$ cat src/rtl/rtt_tbl_pkg.sv
// rtt_tbl_pkg: shared types, constants and operation codes of the server rtt state table
// no dependencies; imported by rtt_tbl_cfg, rtt_tbl_ctrl, rtt_tbl_dp, server_rtt_state_table and tb

package rtt_tbl_pkg;

  localparam int unsigned ServerSlotsDef = 64;
  localparam int unsigned SlotInW        = 6;
  localparam int unsigned FuncW          = 3;
  localparam int unsigned RttW           = 20;
  localparam int unsigned TmoW           = 10;
  localparam int unsigned QryW           = 32;
  localparam int unsigned RttInW         = 32;
  localparam int unsigned CfgAddrW       = 5;
  localparam int unsigned CfgDataW       = 32;
  localparam int unsigned CostSumW       = 22;

  localparam logic [TmoW-1:0] TimeoutCap     = 10'd1000;
  localparam logic [TmoW-1:0] BanTimeouts    = 10'd3;
  localparam logic [TmoW-1:0] CostPerTimeout = 10'd1000;

  // operation codes
  localparam logic [FuncW-1:0] FuncQuery   = 3'd0;
  localparam logic [FuncW-1:0] FuncRtt     = 3'd1;
  localparam logic [FuncW-1:0] FuncTimeout = 3'd2;
  localparam logic [FuncW-1:0] FuncEdns    = 3'd3;
  localparam logic [FuncW-1:0] FuncFlags   = 3'd4;

  // register indexes
  localparam logic [2:0] RegRttInitial = 3'd0;
  localparam logic [2:0] RegRttMax     = 3'd1;
  localparam logic [2:0] RegRttBan     = 3'd2;
  localparam logic [2:0] RegEdnsUnk    = 3'd3;
  localparam logic [2:0] RegLameMask   = 3'd4;

  typedef struct packed {
    logic [RttW-1:0] rtt_initial;
    logic [RttW-1:0] rtt_max;
    logic [RttW-1:0] rtt_ban;
    logic [7:0]      edns_unknown;
    logic [7:0]      lame_mask;
  } rtt_cfg_t;

  typedef struct packed {
    logic [RttW-1:0] srtt;
    logic [RttW-1:0] rttvar;
    logic [TmoW-1:0] timeouts;
    logic [QryW-1:0] queries;
    logic [7:0]      edns_code;
    logic [15:0]     edns_size;
    logic [7:0]      flags;
  } rtt_rec_t;

  // controller to datapath
  typedef struct packed {
    logic clear;   // clear one valid entry
    logic load;    // capture transaction and read its record
    logic update;  // compute new record and write it back
  } rtt_cmd_t;

  // datapath to controller
  typedef struct packed {
    logic clear_last;
  } rtt_sts_t;

endpackage

$ cat src/rtl/rtt_tbl_cfg.sv
// rtt_tbl_cfg: apb configuration registers of the server rtt state table
// depends on rtt_tbl_pkg

module rtt_tbl_cfg (
  input  logic                                 clk_i,
  input  logic                                 rst_ni,
  input  logic                                 psel,
  input  logic                                 penable,
  input  logic                                 pwrite,
  input  logic [rtt_tbl_pkg::CfgAddrW-1:0]     paddr,
  input  logic [rtt_tbl_pkg::CfgDataW-1:0]     pwdata,
  output logic [rtt_tbl_pkg::CfgDataW-1:0]     prdata,
  output logic                                 pready,
  output rtt_tbl_pkg::rtt_cfg_t                cfg_o
);
  import rtt_tbl_pkg::*;

  rtt_cfg_t   cfg_q, cfg_d;
  logic [2:0] reg_idx;
  logic       wr_en;

  assign pready  = 1'b1;
  assign reg_idx = paddr[CfgAddrW-1:2];
  assign wr_en   = psel && penable && pwrite && pready;

  always_comb begin
    cfg_d = cfg_q;
    if (wr_en) begin
      unique case (reg_idx)
        RegRttInitial: cfg_d.rtt_initial  = pwdata[RttW-1:0];
        RegRttMax:     cfg_d.rtt_max      = pwdata[RttW-1:0];
        RegRttBan:     cfg_d.rtt_ban      = pwdata[RttW-1:0];
        RegEdnsUnk:    cfg_d.edns_unknown = pwdata[7:0];
        RegLameMask:   cfg_d.lame_mask    = pwdata[7:0];
        default:       cfg_d = cfg_q;
      endcase
    end
  end

  always_comb begin
    unique case (reg_idx)
      RegRttInitial: prdata = CfgDataW'(cfg_q.rtt_initial);
      RegRttMax:     prdata = CfgDataW'(cfg_q.rtt_max);
      RegRttBan:     prdata = CfgDataW'(cfg_q.rtt_ban);
      RegEdnsUnk:    prdata = CfgDataW'(cfg_q.edns_unknown);
      RegLameMask:   prdata = CfgDataW'(cfg_q.lame_mask);
      default:       prdata = '0;
    endcase
  end

  always_ff @(posedge clk_i or negedge rst_ni) begin
    if (!rst_ni) begin
      cfg_q.rtt_initial  <= 20'd376;
      cfg_q.rtt_max      <= 20'd120000;
      cfg_q.rtt_ban      <= 20'd120000;
      cfg_q.edns_unknown <= 8'd0;
      cfg_q.lame_mask    <= 8'd1;
    end else begin
      cfg_q <= cfg_d;
    end
  end

  assign cfg_o = cfg_q;

endmodule

$ cat config.mk
export PLATFORM = sky130hd
export DESIGN_NAME = rtt_tbl_cfg
export DESIGN_NICKNAME = d
export VERILOG_FILES = /design/src/rtl/rtt_tbl_pkg.sv /design/src/rtl/rtt_tbl_cfg.sv
export SDC_FILE = /design/constraint.sdc
export NUM_CORES = 1
export LEC_CHECK = 0
export BUFFER_PORTS_ARGS = -buffer_cell sky130_fd_sc_hd__clkbuf_2
export CORE_ASPECT_RATIO = 1.4
export CORE_UTILIZATION = 30
export CTS_BUF_LIST = sky130_fd_sc_hd__clkbuf_4 sky130_fd_sc_hd__clkbuf_8
export DETAILED_ROUTE_END_ITERATION = 16
export PLACE_DENSITY = 0.58
export SLEW_MARGIN = 30
export SYNTH_ARGS = -nofsm -noshare
export SYNTH_HDL_FRONTEND = slang
export SYNTH_SLANG_ARGS = --single-unit
$ cat constraint.sdc
create_clock -name clk_i -period 1.5 [get_ports clk_i]
set_input_delay 0.15 -clock clk_i [delete_from_list [all_inputs] [get_ports clk_i]]
set_output_delay 0.15 -clock clk_i [all_outputs]
set_load 0.005 [all_outputs]
==> metrics.csv <==
metric;value;unit
status;finished, violations left;
failed_checks;setup timing;
synth_cell_types;32;
setup_violations;13;
powerDensity;1166;nW/um^2
final-seq-area;1927;sq um
vias;2867;
routed_wl;10.39;mm
synthMuxAreaShare;32.23;%
area_growth_syn_to_layout;39.27;%
drcViolationCount;0;
port-buffer-count;123;
cts_sinks;76;
clk_latency;0.35;ns
drtIter0Drc;73;
clockBufferDepth;2;
end_kind;output port;
finalWorstSetupSlack;-0.1441;ns
final_common_cell;clkbuf_2;
num_io_pins;151;
pre_cts_slack;0.01270;ns
worstPathArrival;1.49;ns
synthSimpleGateAreaFrac;6.406;%
multiInputGateArea;1763;sq um
die_h;134.3;um
cts_root_buffer;clkbuf_8;
dp_hpwl;7.391;mm
nets;499;
cp_top_family;flip-flops;
diodes;0;
postSynthAreaPerCell;13.44;sq um
final_util;42.63;%
synth_compound_area_share;4.104;%
die_w;96.49;um
grt_pass1_wl;15.77;mm
drv_cap;0;
critPathMaxFanout;2;
drive_gt1_share;71.15;%
irDropWorstVdd;412.0;uV
skew;0;ns
startpoint_type;flop;
path_cells;mux2i_1 -> or3_1 -> o211ai_1 -> buf_2;
yosys.area_share.adder;0;%
dp.cells;559;
rsz0062_at_grt;yes;
clk_pin_slew;0.08;ns
hp-class;primary input to flop;
initial_core_util;30.61;%
antenna_found_initial;0;
gp_congestion;0.7860;
core;12250;sq um
cts_tree;built;
cts_max_level;3;
yosys.area_share.xor_xnor;0;%
power.leakage;2.662;nW
viasPerCell;4.692;
hold_viol_final;0;
crit_required;1.35;ns
largest_reg_flops;76;
track_usage;16.58;%
dieArea;12960;sq um
min_period;1.644;ns
yosysWarnings;0;
num_rows;48;
worstSetupPathType;flop to output port;
slowest_delay;0.54;ns
cts_inserted_buffers;9;
cpMaxStageDelayCell;dfstp_2;
power;0.006087;W
clock.fmax;0.6082;GHz
grt_max_degree;44;
syn-instance-count;279;
synth-seq-cells;76;
wl_per_cell;17.00;um
overflow;0;
grt_pass1_vias;2983;
final_cell_mix;clkbuf_2 (109), buf_4 (57), dfrtp_1 (56);
slew_viol_final;0;
period_share;109.6;%
synth_seq_area_share;51.38;%
fillers;1191;
finalNonFillerCells;611;
postRouteAntennaNets;0;
setup_tns;-0.8004;ns
drt_pre_antenna_iters;4;
crit_buf_inv;1;
syn-cell-area;3750;sq um
synth_top_family_by_area;multiplexers;
[where the power goes]
| part | internal (W) | total (W) | switching (W) |
|---|---|---|---|
| clock | 0.000715 | 0.00144 | 0.000725 |
| combinational | 0.00114 | 0.00183 | 0.000692 |
| sequential | 0.00253 | 0.00282 | 0.000288 |
| total | 0.00438 | 0.00609 | 0.00171 |
[cell type report]
type | instances | area share (%)
Multi-Input combinational cell | 184 | 33.76
Clock inverter | 2 | 0.1917
Sequential cell | 76 | 36.90
Tap cell | 150 | 3.594
Clock buffer | 13 | 3.186
Timing Repair Buffer | 186 | 22.38
[routing by layer]
metal	routed length, um	global-route usage [%]	part of all wire [%]
met3	436	2.778	4.2
met2	5352	29.26	52
met1	4378	19.11	42
met5	0	0	0
met4	219	7.435	2.1
[timing repair]
action	4_1_cts	5_1_grt
cloned	0	0
pin swaps	15	16
hold buffers	1	0
setup buffers	30	6
hold endpoints to repair	58	0
gates resized for setup	23	22
setup endpoints to repair	19	20
[cell usage after synthesis]
cell type | number | area share [%]
a21oi_1 | 13 | 1.7
buf_6 | 4 | 1.2
dfstp_2 | 20 | 14
and2_1 | 1 | 0.17
and3b_1 | 1 | 0.23
a21o_1 | 1 | 0.20
and3_1 | 3 | 0.50
mux2_1 | 3 | 0.90
nor3b_1 | 1 | 0.20
o211ai_1 | 1 | 0.20
dfrtp_1 | 56 | 37
mux2_4 | 20 | 8.0
o22ai_1 | 1 | 0.17
or2_2 | 12 | 2.0
nor2b_1 | 3 | 0.50
buf_1 | 1 | 0.10
or3_1 | 1 | 0.17
a2bb2oi_1 | 1 | 0.23
nand3_1 | 1 | 0.13
nor2_1 | 5 | 0.50
nor2_2 | 1 | 0.17
buf_2 | 5 | 0.67
conb_1 | 2 | 0.20
mux2i_1 | 21 | 5.6
mux2_2 | 59 | 18
nand2b_1 | 1 | 0.17
a221o_1 | 5 | 1.3
nand2_1 | 14 | 1.4
o32ai_1 | 1 | 0.23
buf_4 | 17 | 3.4
clkbuf_1 | 3 | 0.30
and4b_1 | 1 | 0.27
[path summary, 6_finish.rpt]
kind                       slack, ns       start  cells after the start   endpoint
max                            -0.14   cfg_o[61]                      4  prdata[5]
min                             0.06  pwdata[11]                      2  cfg_o[27]
max reg2reg                     0.49   cfg_o[29]                      3  cfg_o[29]
min reg2reg                     0.53   cfg_o[14]                      1  cfg_o[14]
max in group asynchronous       0.72      rst_ni                      3   cfg_o[0]
min in group asynchronous       0.16      rst_ni                      2  cfg_o[70]
[logic make-up (layout without fill, tap and decap cells)]
kind of cell	Yosys count	after routing
DFF	76	76
and+or+nand+nor	45	45
other	2	13
AOI/OAI and AO/OA	23	23
buffers and inverters	30	201
muxes	103	103
[worst reg2reg max path: cells and delay by family (launching register included)]
kind,cells,cell delay (ns)
buffers and inverters,2,0.25
DFF,1,0.38
muxes,1,0.26
[through the flow]
step                      instance area, sq um  hold slack (ns)
after floorplan                           3791          -0.1456
after global placement                    4656         -0.04159
after detailed placement                  4656         -0.03813
after CTS                                 5147          0.03701
after global routing                      5223          0.04037
final                                     5223          0.05781
(Power assumes the default switching activity.)
