File: src/rtl/rtt_tbl_pkg.sv
// rtt_tbl_pkg: shared types, constants and operation codes of the server rtt state table
// no dependencies; imported by rtt_tbl_cfg, rtt_tbl_ctrl, rtt_tbl_dp, server_rtt_state_table and tb

package rtt_tbl_pkg;

  localparam int unsigned ServerSlotsDef = 64;
  localparam int unsigned SlotInW        = 6;
  localparam int unsigned FuncW          = 3;
  localparam int unsigned RttW           = 20;
  localparam int unsigned TmoW           = 10;
  localparam int unsigned QryW           = 32;
  localparam int unsigned RttInW         = 32;
  localparam int unsigned CfgAddrW       = 5;
  localparam int unsigned CfgDataW       = 32;
  localparam int unsigned CostSumW       = 22;

  localparam logic [TmoW-1:0] TimeoutCap     = 10'd1000;
  localparam logic [TmoW-1:0] BanTimeouts    = 10'd3;
  localparam logic [TmoW-1:0] CostPerTimeout = 10'd1000;

  // operation codes
  localparam logic [FuncW-1:0] FuncQuery   = 3'd0;
  localparam logic [FuncW-1:0] FuncRtt     = 3'd1;
  localparam logic [FuncW-1:0] FuncTimeout = 3'd2;
  localparam logic [FuncW-1:0] FuncEdns    = 3'd3;
  localparam logic [FuncW-1:0] FuncFlags   = 3'd4;

  // register indexes
  localparam logic [2:0] RegRttInitial = 3'd0;
  localparam logic [2:0] RegRttMax     = 3'd1;
  localparam logic [2:0] RegRttBan     = 3'd2;
  localparam logic [2:0] RegEdnsUnk    = 3'd3;
  localparam logic [2:0] RegLameMask   = 3'd4;

  typedef struct packed {
    logic [RttW-1:0] rtt_initial;
    logic [RttW-1:0] rtt_max;
    logic [RttW-1:0] rtt_ban;
    logic [7:0]      edns_unknown;
    logic [7:0]      lame_mask;
  } rtt_cfg_t;

  typedef struct packed {
    logic [RttW-1:0] srtt;
    logic [RttW-1:0] rttvar;
    logic [TmoW-1:0] timeouts;
    logic [QryW-1:0] queries;
    logic [7:0]      edns_code;
    logic [15:0]     edns_size;
    logic [7:0]      flags;
  } rtt_rec_t;

  // controller to datapath
  typedef struct packed {
    logic clear;   // clear one valid entry
    logic load;    // capture transaction and read its record
    logic update;  // compute new record and write it back
  } rtt_cmd_t;

  // datapath to controller
  typedef struct packed {
    logic clear_last;
  } rtt_sts_t;

endpackage

File: src/rtl/rtt_tbl_ctrl.sv
// rtt_tbl_ctrl: sequencing state machine (clear sweep, read, update, result)
// depends on rtt_tbl_pkg

module rtt_tbl_ctrl (
  input  logic                  clk_i,
  input  logic                  rst_ni,
  input  logic                  start_i,
  input  rtt_tbl_pkg::rtt_sts_t sts_i,
  output rtt_tbl_pkg::rtt_cmd_t cmd_o,
  output logic                  busy_o,
  output logic                  done_o
);
  import rtt_tbl_pkg::*;

  localparam logic [1:0] StClear  = 2'd0;
  localparam logic [1:0] StIdle   = 2'd1;
  localparam logic [1:0] StUpdate = 2'd2;
  localparam logic [1:0] StResult = 2'd3;

  logic [1:0] state_q, state_d;
  logic       accept;

  assign busy_o = (state_q == StClear) || (state_q == StUpdate);
  assign done_o = (state_q == StResult);
  assign accept = start_i && !busy_o;

  always_comb begin
    state_d = state_q;
    unique case (state_q)
      StClear:  if (sts_i.clear_last) state_d = StIdle;
      StIdle:   if (accept) state_d = StUpdate;
      StUpdate: state_d = StResult;
      StResult: state_d = accept ? StUpdate : StIdle;
      default:  state_d = StClear;
    endcase
  end

  always_comb begin
    cmd_o.clear  = (state_q == StClear);
    cmd_o.load   = accept;
    cmd_o.update = (state_q == StUpdate);
  end

  always_ff @(posedge clk_i or negedge rst_ni) begin
    if (!rst_ni) begin
      state_q <= StClear;
    end else begin
      state_q <= state_d;
    end
  end

endmodule

File: config.mk
export PLATFORM = sky130hd
export DESIGN_NAME = rtt_tbl_ctrl
export DESIGN_NICKNAME = d
export VERILOG_FILES = /design/src/rtl/rtt_tbl_pkg.sv /design/src/rtl/rtt_tbl_ctrl.sv
export SDC_FILE = /design/constraint.sdc
export NUM_CORES = 1
export LEC_CHECK = 0
export ABC_AREA = 1
export BUFFER_PORTS_ARGS = -buffer_cell sky130_fd_sc_hd__buf_2
export CAP_MARGIN = 15
export CORE_AREA = 2 2 39 41
export CTS_CLUSTER_DIAMETER = 30
export DETAILED_ROUTE_END_ITERATION = 7
export DIE_AREA = 0 0 41 43
export PLACE_DENSITY = 0.34
export SYNTH_ARGS = -nofsm -noshare
export SYNTH_HDL_FRONTEND = slang
export SYNTH_SLANG_ARGS = --single-unit
File: constraint.sdc
create_clock -name clk_i -period 1.8 [get_ports clk_i]
set_clock_uncertainty 0.15 [all_clocks]
set_input_delay 0 -clock clk_i [delete_from_list [all_inputs] [get_ports clk_i]]
set_output_delay 0 -clock clk_i [all_outputs]
set_load 0.03 [all_outputs]
==> flow_summary_export.csv <==
group,metric,value,unit
status,status,"finished, final reports clean",
clock_network,insertion_delay,0.22,ns
place,dpl-instance-area,158,sq um
global_routing,grt_max_degree,7,
power_and_ir_drop,p_int,0.000155,W
global_routing,grt_pass1_wl,448,um
cells_and_area,syn2layout_area_growth,110,%
critical_path,path_buf_inv,1,
synthesis,synth_top_area_cell,"dfrtp_1",
clock_network,cts_buffers,3,
clock_network,cts_tree,"built",
sta,rsz0062_at_grt,"false",
routing,first_pass_iters,2,
synthesis,syn_inst,14,
critical_path,slowest_delay,0.42,ns
power_and_ir_drop,combinationalPowerShare,35.2,%
power_and_ir_drop,power.share.clock,39.1,%
sta,fin_crit_sh,66.8,%
cells_and_area,regMostFlops,"state_q",
power_and_ir_drop,p_sw_share,37.3,%
routing,ant_nets,0,
floorplanning,die-area,1760,sq um
sta,finalSetupViolations,0,
routing,wirelength,287,um
clock_network,path_clk_slew,0.03,ns
power_and_ir_drop,max-vdd-ir-drop,421,uV
sta,min_period,1.20,ns
sta,max_freq,0.832,GHz
routing,via_per_inst,2.86,
cells_and_area,stdcell_area,220,sq um
power_and_ir_drop,power_leakage,0.132,nW
cells_and_area,biggestRegsByFlops,"state_q x2",
clock_network,htree_levels,1,
cells_and_area,largest_reg_flops,2,
place,gp_congestion,0.637,
cells_and_area,nets,34,
place,portBuffers,8,
clock_network,post_cts_resized,0,
place,dpl.hpwl,228,um
critical_path,cp.arrival,1.05,ns
power_and_ir_drop,pwr-share-seq,25.8,%
clock_network,clkSinkCount,2,
global_routing,gr-total-overflow,0,
sta,setup_tns,0,ns
routing,drt-wirelength-per-cell,6.52,um
synthesis,synth.distinct_cells,7,
critical_path,path_max_fanout,6,
power_and_ir_drop,power.switching,0.0000923,W
clock_network,clockRootBuffer,"clkbuf_4",
power_and_ir_drop,powerDensity,1120,nW/um^2
synthesis,ys.warnings.count,0,
sta,slew_viol_final,0,
synthesis,ys_seq_elements,2,
worst_hold_path,min_path_cells,4,
cells_and_area,drive_gt1_share,42.9,%
critical_path,cp_slowest_cell,"dfrtp_1",
critical_path,crit_chain,"nor2_1 -> buf_2",
floorplanning,die_y,43,um
critical_path,required,1.65,ns
critical_path,crit_type,"reg2out",
critical_path,worstSetupEndpointType,"output pin",
critical_path,path_depth,2,
routing,via_count,126,
job,drv_cap,0,
synthesis,syn-num-nets,18,
synthesis,avgSynthCellArea,7.51,sq um
synthesis,synthDominantCellAreaShare,47.6,%
synthesis,synth_area_leaders,"dfrtp_1 (48%), inv_1 (18%), a21oi_2 (8.3%), buf_4 (7.1%), nand2_1 (7.1%)",
synthesis,synth.cell_area,105,sq um
global_routing,track_usage,4.92,%
floorplanning,io_pins,9,
global_routing,grt_pass1_vias,97,
synthesis,ys_seq_area_share,47.6,%
routing,drc_errors,0,
clock_network,cts_setup_buffers,0,
floorplanning,start_util,7.59,%
clock_network,clockBufferDepth,2,
sta,finalHoldViolCount,0,
worst_hold_path,min_path_type,"in2reg",
routing,drt_iter0_markers,12,
floorplanning,rows,14,
global_routing,antenna_found_initial,0,
sta,slew-limit-headroom,87.3,%
cells_and_area,insertedDiodeCount,0,
critical_path,worst-r2r-cell-count,2,
sta,tightest_slew,0.190,ns
critical_path,worst_setup_path_start_kind,"flop",
floorplanning,fp.dieW,41,um
floorplanning,core_area,1380,sq um
critical_path,crit_family,"flip-flops",
stage by stage:
step / util, % / power, W / std cells / hold slack [ns] / worst slack [ns]
after detailed placement: 11.4 / 0.000145 / 37 / -0.358 / 0.828
after global placement: 11.4 / 0.000145 / 37 / -0.359 / 0.827
after CTS: 15.9 / 0.000254 / 44 / 0.389 / 0.584
final: 15.9 / 0.000247 / 44 / 0.402 / 0.598
after floorplan: - / 0.000122 / 14 / -0.446 / 0.543
after global routing: 15.9 / 0.000275 / 44 / 0.405 / 0.498
repair_timing:
action / in CTS / in global routing
endpoints found under the hold margin: 4 / 0
setup endpoints to repair: 0 / 0
hold buffers: 4 / 0
final timing paths:
path	slack [ns]	end	from
worst max-delay path	0.60	cmd_o[2]	state_q[0]
max in group asynchronous	0.88	state_q[0]	rst_ni
worst max register to register	0.86	state_q[0]	state_q[0]
worst min-delay path	0.40	state_q[1]	start_i
min in group asynchronous	0.49	state_q[1]	rst_ni
worst min register to register	0.44	state_q[1]	state_q[1]
tightest hold or removal path, cell delays in order:
cell and delay [ns]:
dlygate4sd3_1 0.51, buf_2 0.09, nand2_1 0.05, o21ai_0 0.07
Yosys cell counts:
cell	instances
nor2_1	2
nand2_1	2
inv_1	5
a21oi_2	1
buf_4	1
dfrtp_1	2
o21ai_0	1
per-layer routing:
| metal | up-vias | part of all wire (%) | routed length (um) | track usage (%) |
|---|---|---|---|---|
| met1 | 50 | 63 | 181 | 5.81 |
| met5 | - | 0 | 0 | 0 |
| met4 | 0 | 0 | 0 | 4.00 |
| met2 | 9 | 21 | 60 | 3.13 |
| li1 | 67 | - | - | - |
| met3 | 0 | 16 | 45 | 7.85 |
kinds of logic (layout without fill, tap and decap cells):
kind of cell | count (synthesis) | in the layout | share of synthesized area (%)
AND/OR/NAND/NOR | 4 | 4 | 14.3
AO/OA/AOI/OAI | 2 | 2 | 13.1
flip-flops | 2 | 2 | 47.6
buffers and inverters | 6 | 20 | 25.0
layout by cell type (no fill, tap or decap), drive strengths merged:
master | Yosys | layout
nor2 | 2 | 2
a21oi | 1 | 1
o21ai | 1 | 1
dlygate4sd3 | 0 | 4
inv | 5 | 5
nand2 | 2 | 2
clkbuf | 0 | 3
buf | 1 | 8
dfrtp | 2 | 2
area by class of cell:
class | count | area (sq um)
fillers | 157 | 1160
well taps | 16 | 20.0
clock buffers | 3 | 22.5
multi-input cells | 6 | 28.8
flip-flops and latches | 2 | 50.0
repair buffers | 12 | 80.1
inverters | 5 | 18.8
power groups by stage:
| stage | Sequential [W] | Combinational, W | Clock, W |
|---|---|---|---|
| floorplan | 0.0000609 | 0.0000614 | 0 |
| global placement | 0.0000632 | 0.0000816 | 0 |
| detailed placement | 0.0000639 | 0.0000810 | 0 |
| CTS | 0.0000634 | 0.0000877 | 0.000103 |
| global route | 0.0000655 | 0.0000958 | 0.000113 |
| finish | 0.0000637 | 0.0000869 | 0.0000966 |
Note: power is estimated with default switching activity, not from simulation.
